==> src/hw/rtl/masked_centered_gradient_3d_defines.svh <==
// ----------------------------------------------------------------------------
// masked centered gradient assertion macros
// assertion helpers used by the gradient controller
// ----------------------------------------------------------------------------
`ifndef MASKED_CENTERED_GRADIENT_3D_DEFINES_SVH
`define MASKED_CENTERED_GRADIENT_3D_DEFINES_SVH
`ifndef SYNTHESIS
`define MCG_ASSERT(lbl, clk, rstn, prop, msg) \
  lbl: assert property (@(posedge clk) disable iff (!rstn) prop) else $error(msg);
`define MCG_ASSERT_NEVER(lbl, clk, rstn, cond, msg) \
  lbl: assert property (@(posedge clk) disable iff (!rstn) !(cond)) else $error(msg);
`else
`define MCG_ASSERT(lbl, clk, rstn, prop, msg)
`define MCG_ASSERT_NEVER(lbl, clk, rstn, cond, msg)
`endif
`endif

==> src/hw/rtl/mcg_pkg.sv <==
// ----------------------------------------------------------------------------
// mcg_pkg
// types and constants shared by the gradient controller and datapath
// ----------------------------------------------------------------------------
package mcg_pkg;
  localparam int unsigned MaxSideI = 32;
  localparam int unsigned MaxSideJ = 32;
  localparam int unsigned MaxSideK = 32;
  localparam int unsigned CoordW = 5;
  localparam int unsigned SizeW = 6;
  localparam int unsigned AddrW = 15;
  localparam int unsigned SqrtSteps = 33;
  localparam int unsigned DivSteps = 49;

  localparam logic [1:0] StatusOk     = 2'd0;
  localparam logic [1:0] StatusMasked = 2'd1;
  localparam logic [1:0] StatusRange  = 2'd2;

  localparam logic [2:0] RegSizeI = 3'd0;
  localparam logic [2:0] RegSizeJ = 3'd1;
  localparam logic [2:0] RegSizeK = 3'd2;
  localparam logic [2:0] RegInvI  = 3'd3;
  localparam logic [2:0] RegInvJ  = 3'd4;
  localparam logic [2:0] RegInvK  = 3'd5;
  localparam logic [2:0] RegNorm  = 3'd6;

  // neighbor read slot: 0 center, 1..6 = i-,i+,j-,j+,k-,k+
  typedef enum logic [2:0] {
    SlotC = 3'd0, SlotIp = 3'd1, SlotIn = 3'd2, SlotJp = 3'd3,
    SlotJn = 3'd4, SlotKp = 3'd5, SlotKn = 3'd6, SlotNone = 3'd7
  } slot_e;

  // commands from controller to datapath
  typedef struct packed {
    logic       latch;     // capture request
    logic       store;     // write voxel
    logic       rd_en;     // issue read
    slot_e      rd_slot;   // slot being read
    slot_e      cap_slot;  // slot of data arriving now
    logic       scale;     // scale axis
    logic [1:0] axis;      // axis to scale
    logic       sq_start;
    logic       sq_step;
    logic       dv_start;
    logic       dv_step;
    logic       dv_fin;
    logic [1:0] dv_axis;
    logic       emit;
  } cmd_t;

  // status from datapath to controller
  typedef struct packed {
    logic mode;
    logic in_box;
    logic masked;
    logic norm;
  } sts_t;
endpackage

==> src/hw/rtl/mcg_ctrl.sv <==
// ----------------------------------------------------------------------------
// mcg_ctrl
// sequencer stepping one request through store or reads, scale, sqrt, divides
// ----------------------------------------------------------------------------
`include "masked_centered_gradient_3d_defines.svh"
module mcg_ctrl import mcg_pkg::*; (
  input  logic clk_i,
  input  logic rst_ni,
  input  logic start,
  output logic busy,
  input  sts_t sts_i,
  output cmd_t cmd_o
);
  typedef enum logic [7:0] {
    StIdle = 8'b00000001, StDecode = 8'b00000010, StRead = 8'b00000100,
    StScale = 8'b00001000, StSqrt = 8'b00010000, StDiv = 8'b00100000,
    StDone = 8'b01000000, StWait = 8'b10000000
  } state_e;

  state_e state_q, state_d;
  logic [5:0] cnt_q, cnt_d;
  logic [1:0] ax_q, ax_d;

  // state register
  always_ff @(posedge clk_i or negedge rst_ni) begin
    if (!rst_ni) begin
      state_q <= StIdle;
      cnt_q   <= '0;
      ax_q    <= '0;
    end else begin
      state_q <= state_d;
      cnt_q   <= cnt_d;
      ax_q    <= ax_d;
    end
  end

  // next state and commands
  always_comb begin
    state_d = state_q;
    cnt_d   = cnt_q;
    ax_d    = ax_q;
    cmd_o   = '0;
    cmd_o.rd_slot  = SlotNone;
    cmd_o.cap_slot = SlotNone;
    cmd_o.axis     = ax_q;
    cmd_o.dv_axis  = ax_q;
    case (state_q)
      StIdle: begin
        if (start) begin
          cmd_o.latch = 1'b1;
          state_d = StDecode;
        end
      end
      StDecode: begin
        if (sts_i.mode == 1'b0) begin
          cmd_o.store = 1'b1;
          state_d = StIdle;
        end else if (!sts_i.in_box) begin
          state_d = StDone;
        end else begin
          cnt_d = '0;
          state_d = StRead;
        end
      end
      StRead: begin
        // read slots 0..6, data returns in the next cycle
        if (cnt_q < 6'd7) begin
          cmd_o.rd_en   = 1'b1;
          cmd_o.rd_slot = slot_e'(cnt_q[2:0]);
        end
        if (cnt_q != 6'd0) cmd_o.cap_slot = slot_e'(3'(cnt_q - 6'd1));
        cnt_d = cnt_q + 6'd1;
        if (cnt_q == 6'd1) begin
          state_d = StWait;
        end
        if (cnt_q == 6'd7) begin
          ax_d = '0;
          state_d = StScale;
        end
      end
      StWait: begin
        // check the center mask after it arrives, i- data lands now
        cmd_o.cap_slot = SlotIp;
        if (sts_i.masked) begin
          state_d = StDone;
        end else begin
          cmd_o.rd_en   = 1'b1;
          cmd_o.rd_slot = slot_e'(cnt_q[2:0]);
          cnt_d = cnt_q + 6'd1;
          state_d = StRead;
        end
      end
      StScale: begin
        cmd_o.scale = 1'b1;
        ax_d = ax_q + 2'd1;
        if (ax_q == 2'd2) begin
          cnt_d = '0;
          state_d = StSqrt;
        end
      end
      StSqrt: begin
        // load the radicand once all three components are in, then step
        if (cnt_q == 6'd0) cmd_o.sq_start = 1'b1;
        else cmd_o.sq_step = 1'b1;
        cnt_d = cnt_q + 6'd1;
        if (cnt_q == 6'(SqrtSteps)) begin
          if (sts_i.norm) begin
            ax_d = '0;
            state_d = StDiv;
            cnt_d = '0;
          end else begin
            state_d = StDone;
          end
        end
      end
      StDiv: begin
        if (cnt_q == 6'd0) cmd_o.dv_start = 1'b1;
        else cmd_o.dv_step = 1'b1;
        cnt_d = cnt_q + 6'd1;
        if (cnt_q == 6'(DivSteps)) begin
          cmd_o.dv_step = 1'b0;
          cmd_o.dv_fin = 1'b1;
          cnt_d = '0;
          ax_d = ax_q + 2'd1;
          if (ax_q == 2'd2) state_d = StDone;
        end
      end
      StDone: begin
        cmd_o.emit = 1'b1;
        state_d = StIdle;
      end
      default: state_d = StIdle;
    endcase
  end

  assign busy = (state_q != StIdle);

  `MCG_ASSERT(a_onehot, clk_i, rst_ni, $onehot(state_q), "state not one-hot")
  `MCG_ASSERT(a_emit_idle, clk_i, rst_ni, cmd_o.emit |=> !busy, "emit not followed by idle")
  `MCG_ASSERT_NEVER(a_latch_busy, clk_i, rst_ni, cmd_o.latch && busy, "latch while busy")
endmodule

==> config.mk <==
export PLATFORM = sky130hd
export DESIGN_NAME = mcg_ctrl
export DESIGN_NICKNAME = d
export VERILOG_FILES = /design/src/hw/rtl/mcg_pkg.sv /design/src/hw/rtl/mcg_ctrl.sv
export VERILOG_INCLUDE_DIRS = /design/src /design/src/hw/rtl
export SDC_FILE = /design/constraint.sdc
export NUM_CORES = 1
export LEC_CHECK = 0
export BUFFER_PORTS_ARGS = -buffer_cell sky130_fd_sc_hd__buf_2
export CAP_MARGIN = 25
export CORE_MARGIN = 5
export CORE_UTILIZATION = 55
export DETAILED_ROUTE_END_ITERATION = 7
export GPL_ROUTABILITY_DRIVEN = 1
export PLACE_DENSITY = 0.79
export SETUP_SLACK_MARGIN = 0.5
export SLEW_MARGIN = 5
export SYNTH_ARGS = -nofsm -noshare
export SYNTH_HDL_FRONTEND = slang
export SYNTH_SLANG_ARGS = --single-unit
export TNS_END_PERCENT = 10
==> constraint.sdc <==
create_clock -name clk_i -period 3.6 [get_ports clk_i]
set_clock_uncertainty 0.1 [all_clocks]
set_input_delay 0 -clock clk_i [delete_from_list [all_inputs] [get_ports clk_i]]
set_output_delay 0 -clock clk_i [all_outputs]
set_load 0.005 [all_outputs]
## Word level (Yosys, flattened, before mapping)

Cells that the tools add are included.

| word-level totals | value |
|---|---|
| register bits | 16 |
| output and inout bits | 21 |
| word-level logic and storage cells | 79 |

| cells by class | value |
|---|---|
| add/sub/neg operators | 3 |
| magnitude comparators | 1 |
| equality and inequality tests | 25 |
| muxes and demuxes | 40 |
| reductions and logical operators | 7 |

Operators by type and width:

| kind | number |
|---|---|
| 8-bit two-way mux | 8 |
| 8-bit one-hot mux with 7 select lines | 1 |
| 6-bit two-way mux | 7 |
| 6-bit one-hot mux with 6 select lines | 1 |
| 7-bit two-way mux | 3 |
| 2-bit inequality test (second input constant) | 10 |
| 7-bit one-hot mux with 2 select lines | 1 |
| 6-bit equality test (second input constant) | 2 |
| 2-bit two-way mux | 6 |
| 6-bit nonzero test | 2 |
| 5-bit AND reduction | 2 |
| 8-bit by 1-bit equality test with 1-bit output (second input constant) | 1 |
| 8-bit by 2-bit equality test with 1-bit output (second input constant) | 1 |
| 8-bit by 3-bit equality test with 1-bit output (second input constant) | 1 |
| 8-bit by 4-bit equality test with 1-bit output (second input constant) | 1 |
| 8-bit by 5-bit equality test with 1-bit output (second input constant) | 1 |
| 8-bit by 6-bit equality test with 1-bit output (second input constant) | 1 |
| 8-bit by 7-bit equality test with 1-bit output (second input constant) | 1 |
| 8-bit equality test (second input constant) | 1 |
| 1-bit two-way mux | 8 |
| 4-bit two-way mux | 2 |
| 8-bit by 1-bit inequality test with 1-bit output (second input constant) | 1 |
| 2-bit one-hot mux with 4 select lines | 1 |
| 6-bit by 1-bit adder with 6-bit output (second input constant) | 1 |
| other kinds (11) | 12 |

## Depth between registers and ports, before layout

Gate-level depths: netlist of run 1.

| logic depth | value |
|---|---|
| depth in word-level cells | 4 |
| mapped depth | 8 |
| depth with buffers taken out | 8 |

## Worst setup path before layout of run 1

Ideal clock, no wire load.

| path | value |
|---|---|
| path kind | reg-to-reg |
| start point | register state_q[6] |
| end point | register state_q[5] |
| setup time | 0.128 ns |
| arrival time | 1.855 ns |
| setup slack | 1.518 ns |
| cell stages (with the launch flop) | 6 |
| path through | dfrtp_1 or4_4 nor4_4 inv_2 o2111ai_4 mux2_1 |

| on the way | value |
|---|---|
| longest elaborated chain between the ends | 3 |
| elaborated cells between the ends (all ways) | 15 |
| classes of those cells | eq/ne: 13; mux: 1; reduce/logical: 1 |

RTL lines:

| element | line | source |
|---|---|---|
| start, declared | mcg_ctrl.sv:20 | `state_e state_q, state_d;` |
| start signal, assigned | mcg_ctrl.sv:27 | `state_q <= StIdle;` |
| start signal, assigned | mcg_ctrl.sv:31 | `state_q <= state_d;` |
| 8-bit by 3-bit equality test with 1-bit output, or another cell as far along | mcg_ctrl.sv:47 | `case (state_q)` |
| 3-bit inequality test (no line) / 2-bit inequality test (equally long branches) | n/a |  |
| 6-bit AND reduction (no line) | n/a |  |

Several ways; a longest one is shown, not always the timed one.
A chain may end at the register's enable or synchronous reset.

## Worst setup path after layout of run 1

| path | value |
|---|---|
| start point | register state_q[2] |
| end point | register state_q[6] |

Same word-level chain as after synthesis.

==> impl_metrics.yaml, run 1 <==
clock_network:
  cts_buffers: 3
  clk_pin_slew_ps: 100
  cts_resized: 0
  insertion_delay_ps: 300
  clock_path_buffers: 2
  cts_tree: "built"
  cts_sinks: 16
  ctsRootBufferMaster: "clkbuf_4"
  h-tree-depth: 1
synthesis:
  netlist.area_leader.share_pct: 29.7
  synth_commonest_cells: "15 x dfrtp_1, 15 x nand2_1, 15 x nor2_1"
  synth-compound-area-share_pct: 20.0
  synth_top_family_by_area: "simple AND/OR/NAND/NOR gates"
  synth_area_mm2: 0.00126
  yosysSeqAreaShare_pct: 31.8
  synth_enable_flop_cells: 0
  synth_cell_types: 47
  synthMuxAreaShare_pct: 0.891
  yosys-top-cells-area: "dfrtp_1 30%, ha_1 5.0%, nand2_1 4.5%"
  synthSimpleGateAreaFrac_pct: 34.8
  yosysTopAreaCell: "dfrtp_1"
  ys.flop_type: "dfrtp_1"
  synth_fa_ha_area_share_pct: 4.95
  yosys_warnings: 0
  avgSynthCellArea_um2: 8.78
  synth-seq-cells: 16
  synthesis.nets: 156
  synth_xor_area_share_pct: 2.08
  synthCells: 144
  async_reset_ff_share_pct: 100
timing:
  hold_slack_ps: 0.745
  final_max_slew_viol_count: 0
  period_share_pct: 65.6
  slew_headroom_pct: 66.5
  finalSetupTns_ps: 0
  post-route-min-period_ps: 2360
  tightest_slew_ps: 498
  setup_slack_ps: 1240
  rsz0062_at_grt: "false"
  setup-violations-final: 0
  hold_violations: 0
  timing.fmax_ghz: 0.423
power:
  seqPwrFrac_pct: 37.8
  p_comb_share_pct: 41.8
  p_leak_nw: 0.685
  p_int_mw: 0.376
  powerDensity_mw_per_mm2: 410
  peakVddDrop_mv: 0.301
  switching_power_mw: 0.243
  sw_frac_of_total_pct: 39.3
  pwr-share-clk_pct: 20.3
floorplan:
  die_h_um: 57.9
  core_area_mm2: 0.00221
  rows: 17
  start_util_pct: 57.1
  dieArea_mm2: 0.00336
  io-pin-count: 28
  fp.dieW_um: 57.9
place:
  pre_cts_ws_ps: 1330
  place_congestion: 0.918
  hpwl_um: 2570
  portBuffers: 27
  placed_cells: 194
layout:
  area_growth_pct: 19.6
  fillCellCount: 176
  nets: 190
  n_antenna_cell: 0
  drive_gt1_share_pct: 25.4
  utilization_pct: 68.3
  finalNonFillerCells: 205
critical_path:
  worstSetupPathType: "register to register"
  path_max_fanout: 7
  arrival_ps: 2490
  cp-end-kind: "register"
  crit_required_ps: 3730
  crit_path_start_kind: "register"
routing:
  routed_wl_um: 3330
  via_count: 1218
  drt_iter0_markers: 75
  viasPerCell: 5.94
  final_antenna_net_count: 0
  first_pass_iters: 4
  wl_per_cell_um: 16.2
  drc_errors: 0
job:
  max_cap_violations: 0
global_route:
  grt-ovfl-total: 0
  grt_max_degree: 17
  grt_usage_pct: 21.7
  first_global_vias: 1241
  antenna_found_initial: 0
  grt_pass1_wl_um: 5690
hold_path:
  hold_class: "input pin to register"
outcome:
  status: "finished clean"
==> worst max-delay path, cell delays in order (launching register included) <==
cell           delay [ps]
dfrtp_1               510
nor4_4                440
nand4b_2              260
inv_1                 150
nand3b_1               90
dlygate4sd3_1         570
a31oi_1               160
==> placed cells by master, fill, tap and decap left out, types with 2 or more instances in the layout <==
master	count
buf_2	27
nor3_2	2
nor3_1	2
and2_1	3
o21ai_1	8
o22ai_1	3
o2bb2ai_1	5
clkbuf_4	3
nand3b_1	2
dfrtp_1	15
nand4b_2	2
nand2b_1	3
o21ai_0	5
xnor2_1	3
nor4_4	2
ha_1	5
a21oi_1	3
inv_1	10
nand2_1	15
and3_1	2
dlygate4sd3_1	7
nor2_1	15
a31oi_1	3
nand3_1	6
nand4_1	2
and4b_1	2
==> cell type report <==
| cell class | count | area (um2) | share of cell area [%] |
|---|---|---|---|
| clock buffers | 4 | 36.3 | 2.40 |
| repair buffers | 34 | 205 | 13.6 |
| multi-input cells | 112 | 792 | 52.4 |
| well taps | 28 | 35.0 | 2.32 |
| inverters | 11 | 41.3 | 2.73 |
| flip-flops and latches | 16 | 402 | 26.6 |
==> metrics by stage <==
stage	power (mW)	area, um2
finish	0.619	1510
global placement	0.474	1410
detailed placement	0.482	1410
floorplan	0.411	1260
CTS	0.615	1510
global route	0.660	1510
==> layer usage <==
metal,track usage [%],vias up,routed length [um]
met5,0,-,0
met2,36.5,52,1640
li1,-,595,-
met1,28.3,562,1440
met4,9.60,0,89
met3,2.00,9,159
==> flip-flops by register name, summed over array words and instances, names as in the netlist <==
| register | flops |
|---|---|
| state_q | 8 |
| cnt_q | 6 |
| ax_q | 2 |
==> logic make-up after synthesis <==
kind of cell               after synthesis
xor gates and xnor gates                 3
DFF                                     16
and+or+nand+nor                         69
AOI/OAI and AO/OA                       34
muxes                                    1
adders and majority gates                5
buffers and inverters                   16
==> repair_timing <==
item	CTS	global route
buffers inserted	0	0
hold buffers	7	0
hold endpoints to repair	20	0
==> worst paths after layout <==
kind | from | slack (ps) | end | depth (start not counted)
hold / removal | start | 0.7 | state_q[0]$_DFFE_PN1P_ | 4
hold reg to reg | ax_q[0]$_DFFE_PN0P_ | 440 | ax_q[0]$_DFFE_PN0P_ | 1
setup / recovery | state_q[2]$_DFFE_PN0P_ | 1240 | state_q[6]$_DFFE_PN0P_ | 6
max in group asynchronous | rst_ni | 3050 | state_q[0]$_DFFE_PN1P_ | 2
min in group asynchronous | rst_ni | 30 | state_q[4]$_DFFE_PN0P_ | 2
setup reg to reg | state_q[2]$_DFFE_PN0P_ | 1240 | state_q[6]$_DFFE_PN0P_ | 6
==> power groups by stage <==
stage,combinational (mW),clock [mW],sequential (mW)
floorplan,0.184,0,0.227
global placement,0.240,0,0.234
detailed placement,0.246,0,0.237
CTS,0.256,0.126,0.233
global route,0.289,0.133,0.238
finish,0.259,0.126,0.234
Note: power is estimated with default switching activity, not from simulation.
==> inputs of run 2 (changes only) <==
--- a/config.mk
+++ b/config.mk
@@ -6,13 +6,14 @@
 export SDC_FILE = /design/constraint.sdc
 export NUM_CORES = 1
 export LEC_CHECK = 0
+export ABC_AREA = 1
 export BUFFER_PORTS_ARGS = -buffer_cell sky130_fd_sc_hd__buf_2
 export CAP_MARGIN = 25
 export CORE_MARGIN = 5
 export CORE_UTILIZATION = 55
 export DETAILED_ROUTE_END_ITERATION = 7
 export GPL_ROUTABILITY_DRIVEN = 1
-export PLACE_DENSITY = 0.79
+export PLACE_DENSITY = 0.77
 export SETUP_SLACK_MARGIN = 0.5
 export SLEW_MARGIN = 5
 export SYNTH_ARGS = -nofsm -noshare
==> constraint.sdc (replaced) <==
create_clock -name clk_i -period 2.3 [get_ports clk_i]
set_clock_uncertainty 0.1 [all_clocks]
set_input_delay 0 -clock clk_i [delete_from_list [all_inputs] [get_ports clk_i]]
set_output_delay 0 -clock clk_i [all_outputs]
set_load 0.005 [all_outputs]
==> impl_metrics.yaml, run 2 <==
outcome:
  status: "finished clean"
timing:
  final_max_slew_viol_count: 0
  slew_headroom_pct: 73.7
  rsz0062_at_grt: "true"
  period_share_pct: 77.5
  timing.fmax_ghz: 0.561
  hold_violations: 0
  tightest_slew_ps: 394
  finalSetupTns_ps: 0
  post-route-min-period_ps: 1780
  hold_slack_ps: 25.6
  setup-violations-final: 0
floorplan:
  core_area_mm2: 0.00250
  rows: 18
  start_util_pct: 58.3
  io-pin-count: 28
  die_h_um: 61.5
  fp.dieW_um: 61.5
  dieArea_mm2: 0.00378
power:
  p_leak_nw: 0.957
  peakVddDrop_mv: 0.575
  powerDensity_mw_per_mm2: 522
  power_mw: 0.952
global_route:
  antenna_found_initial: 0
  grt-ovfl-total: 0
  grt_pass1_wl_um: 5460
  first_global_vias: 1264
  grt_max_degree: 17
  grt_usage_pct: 19.8
critical_path:
  cp_slowest_stage_delay_ps: 420
  cp-end-kind: "primary output"
  worstSetupPathType: "register to primary output"
  path_max_fanout: 5
  crit_slowest_cell: "dfrtp_1"
  critPathBufInv: 2
  arrival_ps: 1680
  crit_path_start_kind: "register"
  crit_chain: "nor2_4, nand2_4, inv_2, nand2_2, or2_2, nand2_1, buf_2"
  cp_top_family: "simple AND/OR/NAND/NOR gates"
  crit_required_ps: 2200
layout:
  area_growth_pct: 25.2
  n_antenna_cell: 0
  drive_gt1_share_pct: 35.8
  layout_commonest_cell: "nand2_1"
  nets: 273
  regMostFlops: "state_q"
  reg.largest.list: "state_q x8, cnt_q x6, ax_q x2"
  largest_reg_flops: 8
  layout_common_cells: "58 x nand2_1, 27 x inv_1, 27 x nor2_1, 27 x buf_2, 14 x nand3_1"
routing:
  final_antenna_net_count: 0
  top_layer: "met4"
  drt_iter0_markers: 76
  met2_length_um: 1890
  routed_wl_um: 3620
  wl_per_cell_um: 12.5
  wl_met1_um: 1520
  wl_met3_um: 117
  via_count: 1470
  viasPerCell: 5.07
  drc_errors: 0
  first_pass_iters: 5
synthesis:
  yosysMostFrequentCell: "nand2_1"
  synth_area_mm2: 0.00146
  synth_enable_flop_cells: 0
  synthCells: 217
  synth_commonest_cells: "60 x nand2_1, 30 x inv_1, 30 x nor2_1"
  async_reset_ff_share_pct: 100
  avgSynthCellArea_um2: 6.72
  synth_cell_types: 32
  netlist.area_leader.share_pct: 25.8
  synthesis.nets: 229
  yosys-top-cells-area: "dfrtp_1 26%, nand2_1 15%, inv_1 7.7%"
  yosysSeqAreaShare_pct: 27.6
  synth-seq-cells: 16
  yosys_warnings: 0
  ys.flop_type: "dfrtp_1"
  yosysTopAreaCell: "dfrtp_1"
place:
  portBuffers: 27
  hpwl_um: 2610
  place_congestion: 0.856
clock_network:
  clk_pin_slew_ps: 90
  cts_sinks: 16
  clock_path_buffers: 2
  cts_tree: "built"
  h-tree-depth: 1
  cts_buffers: 3
  ctsRootBufferMaster: "clkbuf_4"
  insertion_delay_ps: 300
hold_path:
  hold_class: "input pin to register"
job:
  max_cap_violations: 0
==> run 2: cell types whose count changed in the layout (fill, tap and decap cells not counted), sizes merged, moves of 5 or more <==
cell / change
inv: +22
nand2: +53
o2bb2ai: -5
nand3: +10
nor2: +36
buf: +10
==> run 2: layout make-up <==
class / count / area, um2
multi-input combinational: 165 / 967
fill: 214 / 676
timing repair buffer: 42 / 260
clock buffer: 4 / 26.3
inverter: 33 / 126
sequential: 16 / 407
tap: 30 / 37.5
==> run 2: cells by family after synthesis <==
| kind of cell | Yosys count | synth area share (%) |
|---|---|---|
| AO/OA/AOI/OAI | 13 | 5.84 |
| XOR/XNOR | 4 | 2.40 |
| buffers and inverters | 36 | 10.0 |
| flip-flops | 16 | 27.6 |
| AND/OR/NAND/NOR | 143 | 49.9 |
| adder cells (fa/ha/maj) | 5 | 4.29 |
==> run 2: through the flow <==
step | cells | utilization [%] | instance area [um2] | setup WS, ps
floorplan | 217 | - | 1460 | 776
global placement | 271 | 64.4 | 1610 | 535
detailed placement | 271 | 64.4 | 1610 | 557
CTS | 282 | 68.1 | 1700 | 423
global route | 290 | 73.0 | 1820 | 449
finish | 290 | 73.0 | 1820 | 517
==> run 2: per-layer routing <==
metal,GRT usage [%],vias to the layer above
li1,-,754
met1,24.3,680
met2,33.9,27
met3,2.10,9
met4,10.0,0
met5,0,-
==> run 2: tightest hold or removal path, delay by kind of cell <==
kind / cells / cell delay, ps
simple gates: 1 / 140
buf+inv: 1 / 120
compound gates: 1 / 110
==> run 2: timing repair <==
item                                    CTS  global route
resized for setup                         0            22
pin swaps                                 1             5
buffers inserted                          2             8
endpoints found under the setup margin    3            23
hold endpoints to repair                 19             0
hold buffers                              5             0
==> run 2: final timing paths <==
kind	startpoint	endpoint	slack (ps)	depth (start not counted)
hold / removal	sts_i[1]	state_q[2]$_DFFE_PN0P_	30	3
max in group asynchronous	rst_ni	state_q[0]$_DFFE_PN1P_	1730	2
setup reg to reg	state_q[0]$_DFFE_PN1P_	cnt_q[0]$_DFFE_PN0P_	610	10
hold reg to reg	ax_q[0]$_DFFE_PN0P_	ax_q[0]$_DFFE_PN0P_	420	1
min in group asynchronous	rst_ni	cnt_q[3]$_DFFE_PN0P_	40	2
setup / recovery	state_q[1]$_DFFE_PN0P_	cmd_o[17]	520	7
==> run 2: power by group <==
group | switching [mW] | internal [mW] | total [mW]
sequential | 0.0258 | 0.312 | 0.338
clock | 0.0955 | 0.0677 | 0.163
combinational | 0.285 | 0.166 | 0.451
total | 0.406 | 0.546 | 0.952
==> inputs of run 3 (changes only) <==
==> constraint.sdc (replaced) <==
create_clock -name clk_i -period 1.7 [get_ports clk_i]
set_clock_uncertainty 0.1 [all_clocks]
set_input_delay 0 -clock clk_i [delete_from_list [all_inputs] [get_ports clk_i]]
set_output_delay 0 -clock clk_i [all_outputs]
set_load 0.005 [all_outputs]
==> impl_metrics.yaml, run 3 (synthesis results as in run 2) <==
place:
  portBuffers: 27
  hpwl_um: 2670
  placed_cells: 274
  place_congestion: 0.877
  placed_area_mm2: 0.00167
outcome:
  status: "complete, but fails checks"
  failed_checks: "negative setup slack"
layout:
  nets: 285
  layout_common_cells: "53 x nand2_1, 27 x buf_2, 22 x nor2_1, 21 x inv_1, 19 x buf_4"
  n_antenna_cell: 0
  largest_reg_flops: 8
  area_growth_pct: 39.1
  drive_gt1_share_pct: 46.7
  finalNonFillerCells: 302
  fin_area_mm2: 0.00203
  layout_commonest_cell: "nand2_1"
  regMostFlops: "state_q"
  reg.largest.list: "state_q x8, cnt_q x6, ax_q x2"
timing:
  period_share_pct: 105
  finalSetupTns_ps: -180
  post-route-min-period_ps: 1790
  rsz0062_at_grt: "true"
  setup_slack_ps: -91.0
  hold_violations: 0
  tightest_slew_ps: 366
  slew_headroom_pct: 75.6
  hold_slack_ps: 18.0
  setup-violations-final: 6
  final_max_slew_viol_count: 0
  timing.fmax_ghz: 0.558
hold_path:
  min_from: "sts_i[1]"
  hold_class: "input pin to register"
floorplan:
  fp.dieW_um: 61.5
  rows: 18
  core_area_mm2: 0.00250
  die_h_um: 61.5
  io-pin-count: 28
  dieArea_mm2: 0.00378
  start_util_pct: 58.3
critical_path:
  rr_startpoint: "state_q[5]$_DFFE_PN0P_"
  worstSetupPathType: "register to primary output"
  path_max_fanout: 4
  crit_required_ps: 1600
  crit_path_start_kind: "register"
  rrSetupSlack_ps: 0
  crit_slowest_cell: "dfrtp_2"
  cp-end-kind: "primary output"
  startpoint: "state_q[5]$_DFFE_PN0P_"
  arrival_ps: 1690
  r2r_cells: 10
  crit_chain: "buf_4, nor2_2, nand2_1, nor2_4, inv_2, nor2_1, buf_2"
  r2r-end: "state_q[3]$_DFFE_PN0P_"
  cp_slowest_stage_delay_ps: 450
  crit_end: "cmd_o[6]"
global_route:
  grt-ovfl-total: 0
  antenna_found_initial: 0
  grt_pass1_wl_um: 6400
  grt_max_degree: 17
  grt_usage_pct: 22.9
  first_global_vias: 1446
routing:
  viasPerCell: 5.16
  drt_iter0_markers: 51
  first_pass_iters: 4
  routed_wl_um: 4040
  via_count: 1557
  drc_errors: 0
  wl_per_cell_um: 13.4
  final_antenna_net_count: 0
clock_network:
  cts_sinks: 16
  h-tree-depth: 1
  clk_pin_slew_ps: 100
  insertion_delay_ps: 290
  cts_tree: "built"
  cts_buffers: 3
  clock_path_buffers: 2
  ctsRootBufferMaster: "clkbuf_4"
power:
  power_mw: 1.49
  p_leak_nw: 1.04
  powerDensity_mw_per_mm2: 736
  peakVddDrop_mv: 0.730
job:
  max_cap_violations: 0
run 3: cell types whose count changed in the layout (fill, tap and decap cells not counted), moves of 3 or more:
cell	before	now
nor2_4	10	13
inv_1	27	21
buf_4	10	19
nand3_2	2	5
nand2_2	5	9
nand3_1	14	9
inv_2	5	11
nor2_1	27	22
nand2_1	58	53
run 3: where the power goes:
group,internal (mW),switching (mW)
clock,0.131,0.136
combinational,0.320,0.439
sequential,0.422,0.0448
run 3: worst min-delay path by stage:
stage | depth (start not counted) | to | slack (ps)
6_report | 3 | state_q[2]$_DFFE_PN0P_ | 20
5_1_grt | 3 | state_q[2]$_DFFE_PN0P_ | 20
4_1_cts | 3 | state_q[2]$_DFFE_PN0P_ | -1
3_5_place_dp | 1 | cnt_q[1]$_DFFE_PN0P_ | -170
3_3_place_gp | 1 | cnt_q[1]$_DFFE_PN0P_ | -160
2_1_floorplan | 0 | ax_q[0]$_DFFE_PN0P_ | -400
run 3: worst max-delay path: cells and delay by family (launching register included):
kind | cells | cell delay, ps
buffers and inverters | 3 | 370
AND/OR/NAND/NOR | 4 | 570
flip-flops | 1 | 450
run 3: cell type report:
class | instances | area, um2
Multi-Input combinational cell | 165 | 1050
Fill cell | 183 | 473
Sequential cell | 16 | 407
Timing Repair Buffer | 54 | 365
Inverter | 33 | 126
Tap cell | 30 | 37.5
Clock buffer | 4 | 36.3
run 3: layer usage:
layer / share of wire, % / vias to the layer above / global-route usage (%)
met5: 0 / - / 0
met4: 1.3 / 0 / 9.70
met2: 54 / 42 / 41.0
li1: - / 779 / -
met1: 41 / 729 / 27.8
met3: 3.6 / 7 / 1.89
run 3: stage by stage:
stage	setup slack (ps)	utilization, %
6_report	-91.0	81.1
5_1_grt	-131	81.1
4_1_cts	34.7	77.7
3_5_place_dp	49.3	66.9
3_3_place_gp	47.7	66.9
2_1_floorplan	237	-
run 3: repair_timing:
action | in CTS | in global routing
pin swaps | 13 | 16
buffers inserted | 17 | 2
cloned | 0 | 0
resized for setup | 20 | 23
setup endpoints to repair | 33 | 33
hold buffers | 5 | 0
endpoints found under the hold margin | 19 | 0
